## config.mk

```make
export PLATFORM = sky130hd
export DESIGN_NAME = icmp_reply_matcher_top_flat
export DESIGN_NICKNAME = d
export VERILOG_FILES = /design/src/design/irm_pkg.sv /design/src/design/irm_if.sv /design/src/design/irm_parser.sv /design/src/design/icmp_reply_matcher_top.sv /design/src/flat_wrapper.sv
export SDC_FILE = /design/constraint.sdc
export NUM_CORES = 1
export LEC_CHECK = 0
export ABC_AREA = 1
export BUFFER_PORTS_ARGS = -buffer_cell sky130_fd_sc_hd__buf_2
export CAP_MARGIN = 5
export CORE_MARGIN = 2
export CORE_UTILIZATION = 60
export DETAILED_ROUTE_END_ITERATION = 12
export PLACE_DENSITY = 0.79
export SETUP_SLACK_MARGIN = 0.05
export SLEW_MARGIN = 40
export SYNTH_ARGS = -nofsm -noshare
export SYNTH_HDL_FRONTEND = slang
export SYNTH_SLANG_ARGS = --single-unit
```

## constraint.sdc

```tcl
create_clock -name clk -period 8.33 [get_ports clk]
set_clock_uncertainty 0.15 [all_clocks]
set_input_delay 1.666 -clock clk [delete_from_list [all_inputs] [get_ports clk]]
set_output_delay 1.666 -clock clk [all_outputs]
set_load 0.02 [all_outputs]
```

## src/design/irm_pkg.sv

```systemverilog
// ----------------------------------------------------------------------------
// irm_pkg
// Shared types and constants for the ICMP reply matcher.
// ----------------------------------------------------------------------------
package irm_pkg;

    localparam int CFG_IDX_W  = 1;
    localparam int CFG_DATA_W = 16;

    localparam logic [CFG_IDX_W-1:0] CFG_EXPECTED_ID  = 1'b0;
    localparam logic [CFG_IDX_W-1:0] CFG_EXPECTED_SEQ = 1'b1;

    localparam logic [7:0] TYPE_ECHO_REPLY    = 8'd0;
    localparam logic [7:0] TYPE_TIME_EXCEEDED = 8'd11;

    typedef enum logic [1:0] {
        KIND_NONE  = 2'd0,
        KIND_ECHO  = 2'd1,
        KIND_TIMEX = 2'd2,
        KIND_OTHER = 2'd3
    } kind_t;

    localparam logic [1:0] REPLY_OTHER = 2'd0;

    typedef struct packed {
        logic [1:0]  reply_kind;
        logic        matched;
        logic [31:0] source_addr;
        logic        truncated;
    } report_t;

endpackage

```

## src/design/irm_if.sv

```systemverilog
// ----------------------------------------------------------------------------
// irm_if
// Valid/ready channels for packet bytes in and match reports out.
// ----------------------------------------------------------------------------
interface irm_packet_if;
    logic       valid;
    logic       ready;
    logic [7:0] data_byte;
    logic       last_byte;

    modport source (output valid, output data_byte, output last_byte, input ready);
    modport sink (input valid, input data_byte, input last_byte, output ready);
endinterface

interface irm_report_if;
    logic        valid;
    logic        ready;
    logic [1:0]  reply_kind;
    logic        matched;
    logic [31:0] source_addr;
    logic        truncated;

    modport source (output valid, output reply_kind, output matched,
                    output source_addr, output truncated, input ready);
    modport sink (input valid, input reply_kind, input matched,
                  input source_addr, input truncated, output ready);
endinterface

```

## src/design/irm_parser.sv

```systemverilog
// ----------------------------------------------------------------------------
// irm_parser
// Per-packet header walk: tracks byte position, header lengths, ICMP kind and
// captured fields, and forms the report for the current beat.
// ----------------------------------------------------------------------------
module irm_parser #(
    parameter int MAX_PACKET_BYTES = 65535
) (
    input  logic                      clk,
    input  logic                      rst_n,
    input  logic                      step,
    input  logic [7:0]                data_byte,
    input  logic                      last_byte,
    input  logic [15:0]               expected_id,
    input  logic [15:0]               expected_seq,
    output irm_pkg::report_t          report
);
    import irm_pkg::*;

    localparam int POS_W = $clog2(MAX_PACKET_BYTES + 1);
    localparam int CMP_W = (POS_W > 8) ? POS_W : 8;
    localparam logic [POS_W-1:0] POS_MAX = POS_W'(MAX_PACKET_BYTES);

    logic [POS_W-1:0] pos_reg, pos_next;
    logic [5:0]       ohl_reg, ohl_next;
    logic [5:0]       ihl_reg, ihl_next;
    kind_t            kind_reg, kind_next;
    logic [31:0]      src_reg, src_next;
    logic [15:0]      id_reg, id_next;
    logic [15:0]      seq_reg, seq_next;
    logic             done_reg, done_next;

    logic             in_range;
    logic [CMP_W-1:0] pos_ext;
    logic [CMP_W-1:0] type_off;
    logic [CMP_W-1:0] inner_off;
    logic [CMP_W-1:0] base;
    logic             known;

    always_comb
    begin
        in_range  = pos_reg < POS_MAX;
        pos_ext   = CMP_W'(pos_reg);
        pos_next  = pos_reg;
        ohl_next  = ohl_reg;
        ihl_next  = ihl_reg;
        kind_next = kind_reg;
        src_next  = src_reg;
        id_next   = id_reg;
        seq_next  = seq_reg;
        done_next = done_reg;

        if (in_range && pos_reg == '0)
        begin
            ohl_next = {data_byte[3:0], 2'b00};
        end
        type_off  = CMP_W'(ohl_next);
        inner_off = CMP_W'(ohl_next) + CMP_W'(8);

        if (in_range && pos_reg >= POS_W'(12) && pos_reg <= POS_W'(15))
        begin
            src_next = {src_reg[23:0], data_byte};
        end

        if (in_range && pos_ext == type_off)
        begin
            if (data_byte == TYPE_ECHO_REPLY)
            begin
                kind_next = KIND_ECHO;
            end
            else if (data_byte == TYPE_TIME_EXCEEDED)
            begin
                kind_next = KIND_TIMEX;
            end
            else
            begin
                kind_next = KIND_OTHER;
            end
        end

        if (in_range && kind_next == KIND_TIMEX && pos_ext == inner_off)
        begin
            ihl_next = {data_byte[3:0], 2'b00};
        end

        known = (kind_next == KIND_ECHO) || (kind_next == KIND_TIMEX);
        if (kind_next == KIND_ECHO)
        begin
            base = type_off + CMP_W'(4);
        end
        else
        begin
            base = inner_off + CMP_W'(ihl_next) + CMP_W'(4);
        end

        if (in_range && known && !done_reg)
        begin
            if (pos_ext == base)
            begin
                id_next = {data_byte, id_reg[7:0]};
            end
            else if (pos_ext == base + CMP_W'(1))
            begin
                id_next = {id_reg[15:8], data_byte};
            end
            else if (pos_ext == base + CMP_W'(2))
            begin
                seq_next = {data_byte, seq_reg[7:0]};
            end
            else if (pos_ext == base + CMP_W'(3))
            begin
                seq_next  = {seq_reg[15:8], data_byte};
                done_next = 1'b1;
            end
        end

        if (in_range)
        begin
            pos_next = pos_reg + POS_W'(1);
        end

        report.reply_kind  = (kind_next == KIND_OTHER) ? REPLY_OTHER : kind_next;
        report.matched     = known && done_next && id_next == expected_id
                             && seq_next == expected_seq;
        report.source_addr = src_next;
        report.truncated   = (kind_next == KIND_NONE) || (known && !done_next);
    end

    always_ff @(posedge clk or negedge rst_n)
    begin
        if (!rst_n)
        begin
            pos_reg  <= '0;
            ohl_reg  <= '0;
            ihl_reg  <= '0;
            kind_reg <= KIND_NONE;
            src_reg  <= '0;
            id_reg   <= '0;
            seq_reg  <= '0;
            done_reg <= 1'b0;
        end
        else if (step)
        begin
            if (last_byte)
            begin
                pos_reg  <= '0;
                ohl_reg  <= '0;
                ihl_reg  <= '0;
                kind_reg <= KIND_NONE;
                src_reg  <= '0;
                id_reg   <= '0;
                seq_reg  <= '0;
                done_reg <= 1'b0;
            end
            else
            begin
                pos_reg  <= pos_next;
                ohl_reg  <= ohl_next;
                ihl_reg  <= ihl_next;
                kind_reg <= kind_next;
                src_reg  <= src_next;
                id_reg   <= id_next;
                seq_reg  <= seq_next;
                done_reg <= done_next;
            end
        end
    end

endmodule

```

## src/design/icmp_reply_matcher_top.sv

```systemverilog
// ----------------------------------------------------------------------------
// icmp_reply_matcher_top
// Parses a received IPv4 packet byte by byte and reports, on the last byte,
// the ICMP reply kind, an id/sequence match and the outer source address.
//
//   channel   dir   beat payload
//   packet    in    data_byte[7:0], last_byte
//   report    out   reply_kind[1:0], matched, source_addr[31:0], truncated
//   cfg       in    cfg_index selects expected_id / expected_seq
//
// One byte per cycle sustained while no final byte is held; each byte passes through
// the input register, and a final byte's report is registered in the output register.
// Reset clears all packet state and both expected values to zero.
// A non-final byte never waits on the report side; a final byte holds in the
// input register while the previous report is still untaken.
// ----------------------------------------------------------------------------
module icmp_reply_matcher_top #(
    parameter int MAX_PACKET_BYTES = 65535
) (
    input  logic                            clk,
    input  logic                            rst_n,
    irm_packet_if.sink                      packet,
    irm_report_if.source                    report,
    input  logic                            cfg_wr_en,
    input  logic [irm_pkg::CFG_IDX_W-1:0]   cfg_index,
    input  logic [irm_pkg::CFG_DATA_W-1:0]  cfg_wdata
);
    import irm_pkg::*;

    logic       s1_valid_reg;
    logic [7:0] s1_byte_reg;
    logic       s1_last_reg;
    logic       s1_go;
    logic       out_free;

    logic       out_valid_reg;
    report_t    out_reg;
    report_t    parse_report;

    logic [15:0] exp_id_reg;
    logic [15:0] exp_seq_reg;

    assign out_free     = !out_valid_reg || report.ready;
    assign s1_go        = s1_valid_reg && (!s1_last_reg || out_free);
    assign packet.ready = !s1_valid_reg || s1_go;

    irm_parser #(
        .MAX_PACKET_BYTES (MAX_PACKET_BYTES)
    ) u_parser (
        .clk          (clk),
        .rst_n        (rst_n),
        .step         (s1_go),
        .data_byte    (s1_byte_reg),
        .last_byte    (s1_last_reg),
        .expected_id  (exp_id_reg),
        .expected_seq (exp_seq_reg),
        .report       (parse_report)
    );

    always_ff @(posedge clk or negedge rst_n)
    begin
        if (!rst_n)
        begin
            s1_valid_reg  <= 1'b0;
            out_valid_reg <= 1'b0;
            exp_id_reg    <= '0;
            exp_seq_reg   <= '0;
        end
        else
        begin
            if (packet.ready)
            begin
                s1_valid_reg <= packet.valid;
            end
            if (s1_go && s1_last_reg)
            begin
                out_valid_reg <= 1'b1;
            end
            else if (report.ready)
            begin
                out_valid_reg <= 1'b0;
            end
            if (cfg_wr_en)
            begin
                case (cfg_index)
                    CFG_EXPECTED_ID:  exp_id_reg  <= cfg_wdata;
                    CFG_EXPECTED_SEQ: exp_seq_reg <= cfg_wdata;
                    default:          ;
                endcase
            end
        end
    end

    // Payload registers
    always_ff @(posedge clk)
    begin
        if (packet.valid && packet.ready)
        begin
            s1_byte_reg <= packet.data_byte;
            s1_last_reg <= packet.last_byte;
        end
        if (s1_go && s1_last_reg)
        begin
            out_reg <= parse_report;
        end
    end

    assign report.valid       = out_valid_reg;
    assign report.reply_kind  = out_reg.reply_kind;
    assign report.matched     = out_reg.matched;
    assign report.source_addr = out_reg.source_addr;
    assign report.truncated   = out_reg.truncated;

endmodule

```

## src/flat_wrapper.sv

```systemverilog
// flat-port wrapper written by rule: the top's interface ports become plain ports
module icmp_reply_matcher_top_flat import irm_pkg::*;
#(
    parameter int MAX_PACKET_BYTES = 65535
)
  (clk, rst_n, cfg_wr_en, cfg_index, cfg_wdata, packet_valid, packet_data_byte, packet_last_byte, packet_ready, report_valid, report_reply_kind, report_matched, report_source_addr, report_truncated, report_ready);
  irm_packet_if packet_i ();
  irm_report_if report_i ();
  input  logic clk;
  input  logic rst_n;
  input  logic cfg_wr_en;
  input  logic [irm_pkg::CFG_IDX_W-1:0] cfg_index;
  input  logic [irm_pkg::CFG_DATA_W-1:0] cfg_wdata;
  input wire logic [$bits(packet_i.valid)-1:0] packet_valid;
  input wire logic [$bits(packet_i.data_byte)-1:0] packet_data_byte;
  input wire logic [$bits(packet_i.last_byte)-1:0] packet_last_byte;
  output wire logic [$bits(packet_i.ready)-1:0] packet_ready;
  output wire logic [$bits(report_i.valid)-1:0] report_valid;
  output wire logic [$bits(report_i.reply_kind)-1:0] report_reply_kind;
  output wire logic [$bits(report_i.matched)-1:0] report_matched;
  output wire logic [$bits(report_i.source_addr)-1:0] report_source_addr;
  output wire logic [$bits(report_i.truncated)-1:0] report_truncated;
  input wire logic [$bits(report_i.ready)-1:0] report_ready;
  assign packet_i.valid = packet_valid;
  assign packet_i.data_byte = packet_data_byte;
  assign packet_i.last_byte = packet_last_byte;
  assign packet_ready = packet_i.ready;
  assign report_valid = report_i.valid;
  assign report_reply_kind = report_i.reply_kind;
  assign report_matched = report_i.matched;
  assign report_source_addr = report_i.source_addr;
  assign report_truncated = report_i.truncated;
  assign report_i.ready = report_ready;
  icmp_reply_matcher_top #(.MAX_PACKET_BYTES(MAX_PACKET_BYTES)) u_core (.clk(clk), .rst_n(rst_n), .packet(packet_i), .report(report_i), .cfg_wr_en(cfg_wr_en), .cfg_index(cfg_index), .cfg_wdata(cfg_wdata));
endmodule
```

; ---- Word level (Yosys, flattened, before mapping)
; Cells that the tools add are included.
[word_totals]
ff_bits = 174
latch_bits = 0
ramBits = 0
romBits = 0
in_bits = 31
out_inout_bits = 38
wordCells = 106
memories = 0
[classes]
n_addsub = 8
mul = 0
n_div = 0
magnitude_cmp = 3
n_eq_ne = 12
shifts = 0
n_mux = 31
bitwise_logic = 1
reduce_logical = 33
[op_table]
columns = operator, count
row1 = $mux 16, 10
row2 = $eq 16x16->1, 6
row3 = $mux 32, 2
row4 = $add 16x1->16 const B, 2
row5 = $add 16x2->16 const B, 2
row6 = $mux 6, 4
row7 = $eq 16x6->1, 1
row8 = $eq 16x7->1, 1
row9 = $ge 16x4->1 const B, 1
row10 = $le 16x4->1 const B, 1
row11 = $logic_not 16->1, 1
row12 = $lt 16x16->1 const B, 1
row13 = $mux 8, 2
row14 = $logic_and 1x1->1, 15
row15 = $add 8x3->9 const B, 1
row16 = $mux 1, 9
row17 = $mux 9, 1
row18 = $add 7x6->8, 1
row19 = $eq 8x4->1 const B, 1
row20 = $logic_not 8->1, 1
row21 = $add 6x3->7 const B, 1
row22 = $add 6x4->7 const B, 1
row23 = $mux 2, 3
row24 = $reduce_and 2->1, 3
row25 = 7 further kinds, 17

; ---- Depth between registers and ports, before layout
[logic_depth]
word_depth = 23
depth_mapped = 49
ltp_nobuf = 48

; ---- By module
; From an unflattened synthesis, not the netlist that was laid out.
[hier_totals]
hier_cells = 1264
area_unflattened_um2 = 9989.6
[by_module_without_submodules]
columns = mod, instances, cells_per_inst, area_per_inst_um2, seq_area_each_um2
row1 = irm_parser, 1, 1083, 7211.9, 2377.3
row2 = icmp_reply_matcher_top, 1, 181, 2777.7, 2202.1

; ---- Worst setup path after synthesis
; No wires, ideal clock.
[synth_path]
path_kind = register -> register
start = register u_core.u_parser.pos_reg[1] (netlist: u_core.u_parser.pos_ext[1])
end = register u_core.out_reg (netlist bit u_core.report.matched) (data pin)
setup_ns = 0.251
arrival_ns = 6.169
required_ns = 7.929
path_slack_ns = 1.760
stages_incl_launch_ff = 44
path_buffers = 1
period_less_slack_ns = 6.570
path_cell_list = dfrtp_1 > inv_1 > ha_1 > nand2_2 > nor2_8 > nand2_8 > o21ai_0 > xor2_1 > nor2_1 > nand3_1 > o21ai_0 > ha_1 > o2111ai_1 > nor3_1 > nand3_1 > clkbuf_1 > nand2_1 > inv_1 > (+8 left out) > nor2_1 > o21ai_0 > nor2_1 > nand2_1 > nor2_1 > nand2_1 > nor2_1 > nand2_1 > nor2_4 > nand3_4 > o21ai_1 > inv_2 > nand2_1 > nand2_1 > nand3_1 > nor2_1 > nand2_1 > nor2_1
[synth_rtl]
columns = element, line
row1 = start: declaration, irm_parser.sv:24  ; logic [POS_W-1:0] pos_reg, pos_next;
row2 = start signal: assignment, irm_parser.sv:157  ; pos_reg <= pos_next;
row3 = end signal: assignment, icmp_reply_matcher_top.sv:104  ; out_reg <= parse_report;
row4 = end: declaration, icmp_reply_matcher_top.sv:37  ; report_t out_reg;

==> results.py <==
metrics = {
    "worst_setup_path": {
        "timing.critical_path.mode_cell": "sky130_fd_sc_hd__nand2_1",
        "worst_ep_required_time_ns": 8.47,
        "sort_of_element_at_the_start_of_the_critical_path": "register",
        "worst-endpoint-arrival_ns": 7.77,
        "timing.critical_path.fanout_max": 11,
        "critPathMaxStageDelay_ns": 0.47,
        "element_type_at_the_critical_path_end": "register",
        "worst_path_max_delay_cell": "sky130_fd_sc_hd__dfrtp_1",
        "timing.setup.critical_path_class": "register to register",
    },
    "sta": {
        "maxClockFrequency_ghz": 0.131,
        "tightest_slew_ns": 0.825,
        "min_period_ns": 7.63,
        "report.final.slew_viol_count": 0,
        "report.final.hold_viol_count": 0,
        "setup_tns_ns": 0,
        "worst_hold_slack_ns": 0.333,
        "period_share_pct": 91.6,
        "slew_headroom_pct": 44.9,
        "rsz0062_at_grt": "no",
        "setup_violations": 0,
    },
    "hold_path": {
        "hold_class": "register to register",
    },
    "synthesis": {
        "yosys_warnings": 0,
        "synth_seq_area_share_pct": 45.7,
        "synth-main-ff-cell": "sky130_fd_sc_hd__dfrtp_1",
        "synth-edff-count": 45,
        "synth_top_area_cell": "sky130_fd_sc_hd__dfrtp_1",
        "synth-seq-cells": 174,
        "ys_top_cells_by_area": "sky130_fd_sc_hd__dfrtp_1 32%, sky130_fd_sc_hd__nand2_1 14%, sky130_fd_sc_hd__edfxtp_1 13%, sky130_fd_sc_hd__nand3_1 7.0%, sky130_fd_sc_hd__inv_1 6.2%",
        "synth.top_cell.area_share_pct": 32.2,
        "synth-async-reset-ratio_pct": 74.1,
        "syn-cell-area_um2": 10000,
        "synth_cells": 1284,
        "avgSynthCellArea_um2": 7.81,
        "synth_nets": 1341,
        "number_of_distinct_library_cells_after_synthesis": 46,
    },
    "power": {
        "total_power_mw": 2.88,
        "irDropWorstVdd_v": 0.000182,
        "power_per_cell_area_nw_per_um2": 259,
        "power.static_leakage_nw": 5.47,
    },
    "cts": {
        "insertion_delay_ns": 0.43,
        "post_cts_buffers": 0,
        "holdBufCountCts": 0,
        "cts_resized": 0,
        "cts_root_buffer": "sky130_fd_sc_hd__clkbuf_16",
        "cts_tree": "done",
        "cts.reportedPaths.clkPinSlew_ns": 0.07,
        "cts.htree.levels": 4,
        "cts_max_path_buffers": 2,
        "tritoncts_num_sinks": 174,
        "numCtsBuffers": 17,
    },
    "outcome": {
        "outcome": "completed",
    },
    "finish": {
        "num-nets-final": 1390,
        "area_growth_syn_to_layout_pct": 10.7,
        "fin_area_um2": 11100,
        "insertedDiodeCount": 0,
        "drive_above_1_share_pct": 12.6,
    },
    "route": {
        "route.detailed.wl_per_inst_um": 15.6,
        "initial_drc_count": 989,
        "viasPerCell": 5.57,
        "routed_wl_um": 24500,
        "first_pass_iters": 5,
        "detail-route-antenna-nets": 0,
        "dr_total_vias": 8729,
        "detail_route.drc_violations": 0,
    },
    "grt": {
        "grt_overflow_total": 0,
        "wire_length_of_the_first_global_routing_pass_um": 39700,
        "antenna_violations_before_repair": 1,
        "first_global_vias": 8040,
        "groute.usage.overall_pct": 28.4,
        "grt_start_max_net_pins": 93,
    },
    "floorplan": {
        "floorplan.rows": 47,
        "core_area_um2": 16500,
        "die_footprint_um2": 17800,
        "chipHeight_um": 133,
        "floorplan.io_pins": 69,
        "initial_utilization_pct": 60.9,
        "floorplan.die.width_um": 133,
    },
    "placed_design": {
        "placement.io_buffers": 68,
        "gp_routability_congestion": 1.00,
        "placed_area_um2": 10500,
        "place.detailed.hpwl_um": 17000,
    },
    "run": {
        "drv_cap": 0,
    },
}
[worst paths after layout]
| check | startpoint | to | slack (ns) | cells past startpoint |
|---|---|---|---|---|
| worst max-delay path | u_core.u_parser.pos_ext[1] | u_core.report.matched | 0.70 | 44 |
| worst min-delay path | u_core.u_parser.src_reg[27] | u_core.u_parser.src_reg[27] | 0.33 | 2 |
| worst max register to register | u_core.u_parser.pos_ext[1] | u_core.report.matched | 0.70 | 44 |
| worst min register to register | u_core.u_parser.src_reg[27] | u_core.u_parser.src_reg[27] | 0.33 | 2 |
| max in group asynchronous | rst_n | u_core.u_parser.seq_reg[10] | 5.90 | 2 |
| min in group asynchronous | rst_n | u_core.u_parser.pos_ext[12] | 1.06 | 1 |
[report_power, final]
part	switching (mW)	internal (mW)	total, mW
clock	0.363	0.442	0.805
combinational	0.777	0.320	1.10
sequential	0.0447	0.934	0.979
total	1.18	1.70	2.88
[worst max-delay path, delay by kind of cell, from the launching register on]
family / cells / cell delay, ns
fa+ha+maj: 6 / 1.62
flops: 1 / 0.47
simple gates: 28 / 3.62
buf+inv: 4 / 0.36
compound gates: 4 / 0.88
xor+xnor: 2 / 0.36
[layout make-up]
cell class                      instances  area, um^2
Sequential cell                       174        4580
Inverter                              174         653
Fill cell                            1374        5370
Clock inverter                         13         144
Clock buffer                           19         454
Tap cell                              220         275
Timing Repair Buffer                   75         407
Multi-Input combinational cell        891        4590
[Yosys cell counts, types with 7 or more instances]
cell                       number
sky130_fd_sc_hd__nand4_1       28
sky130_fd_sc_hd__dfrtp_1      129
sky130_fd_sc_hd__nor2_1        57
sky130_fd_sc_hd__o22ai_1       15
sky130_fd_sc_hd__nand3_2        7
sky130_fd_sc_hd__ha_1          25
sky130_fd_sc_hd__buf_1          7
sky130_fd_sc_hd__xor2_1        11
sky130_fd_sc_hd__o21ai_1       10
sky130_fd_sc_hd__nand2_1      377
sky130_fd_sc_hd__nor3_1        14
sky130_fd_sc_hd__nand3_1      141
sky130_fd_sc_hd__nand3b_1       8
sky130_fd_sc_hd__edfxtp_1      45
sky130_fd_sc_hd__a21oi_1       15
sky130_fd_sc_hd__nor2_2         9
sky130_fd_sc_hd__inv_2          8
sky130_fd_sc_hd__clkbuf_1      30
sky130_fd_sc_hd__nand2_2       15
sky130_fd_sc_hd__inv_1        165
sky130_fd_sc_hd__o21ai_0      118
[cell families after synthesis]
family,after synthesis,share of synthesized area [%]
compound gates,170,9.03
xor+xnor,14,1.41
flops,174,45.7
simple gates,681,31.9
buf+inv,219,8.71
fa+ha+maj,26,3.32
[cell usage in the layout, fill, tap and decap left out, drive strengths merged, types with 3 or more instances in the layout]
cell / n
nand3b: 8
clkinv: 4
o211ai: 3
a21oi: 15
clkbuf: 19
edfxtp: 45
inv: 180
nor3: 14
buf: 75
nand3: 153
dfrtp: 129
nand2: 398
nand4: 28
xor2: 12
ha: 25
nor2: 74
o21ai: 129
o22ai: 15
[per-stage QoR]
step	instances	utilization [%]	setup WS, ns
2_1_floorplan	1284	-	1.76
3_3_place_gp	1534	63.7	0.893
3_5_place_dp	1534	63.7	0.575
4_1_cts	1566	67.4	0.581
5_1_grt	1566	67.4	0.180
6_report	1566	67.4	0.701
[routing by layer]
layer | up-vias | GRT usage (%) | wire length, um
met5 | - | 0 | 7
met1 | 4037 | 39.6 | 10900
met2 | 359 | 45.1 | 11300
met4 | 2 | 10.0 | 542
li1 | 4280 | - | -
met3 | 51 | 4.91 | 1670
Power figures use the tool's default switching activity.
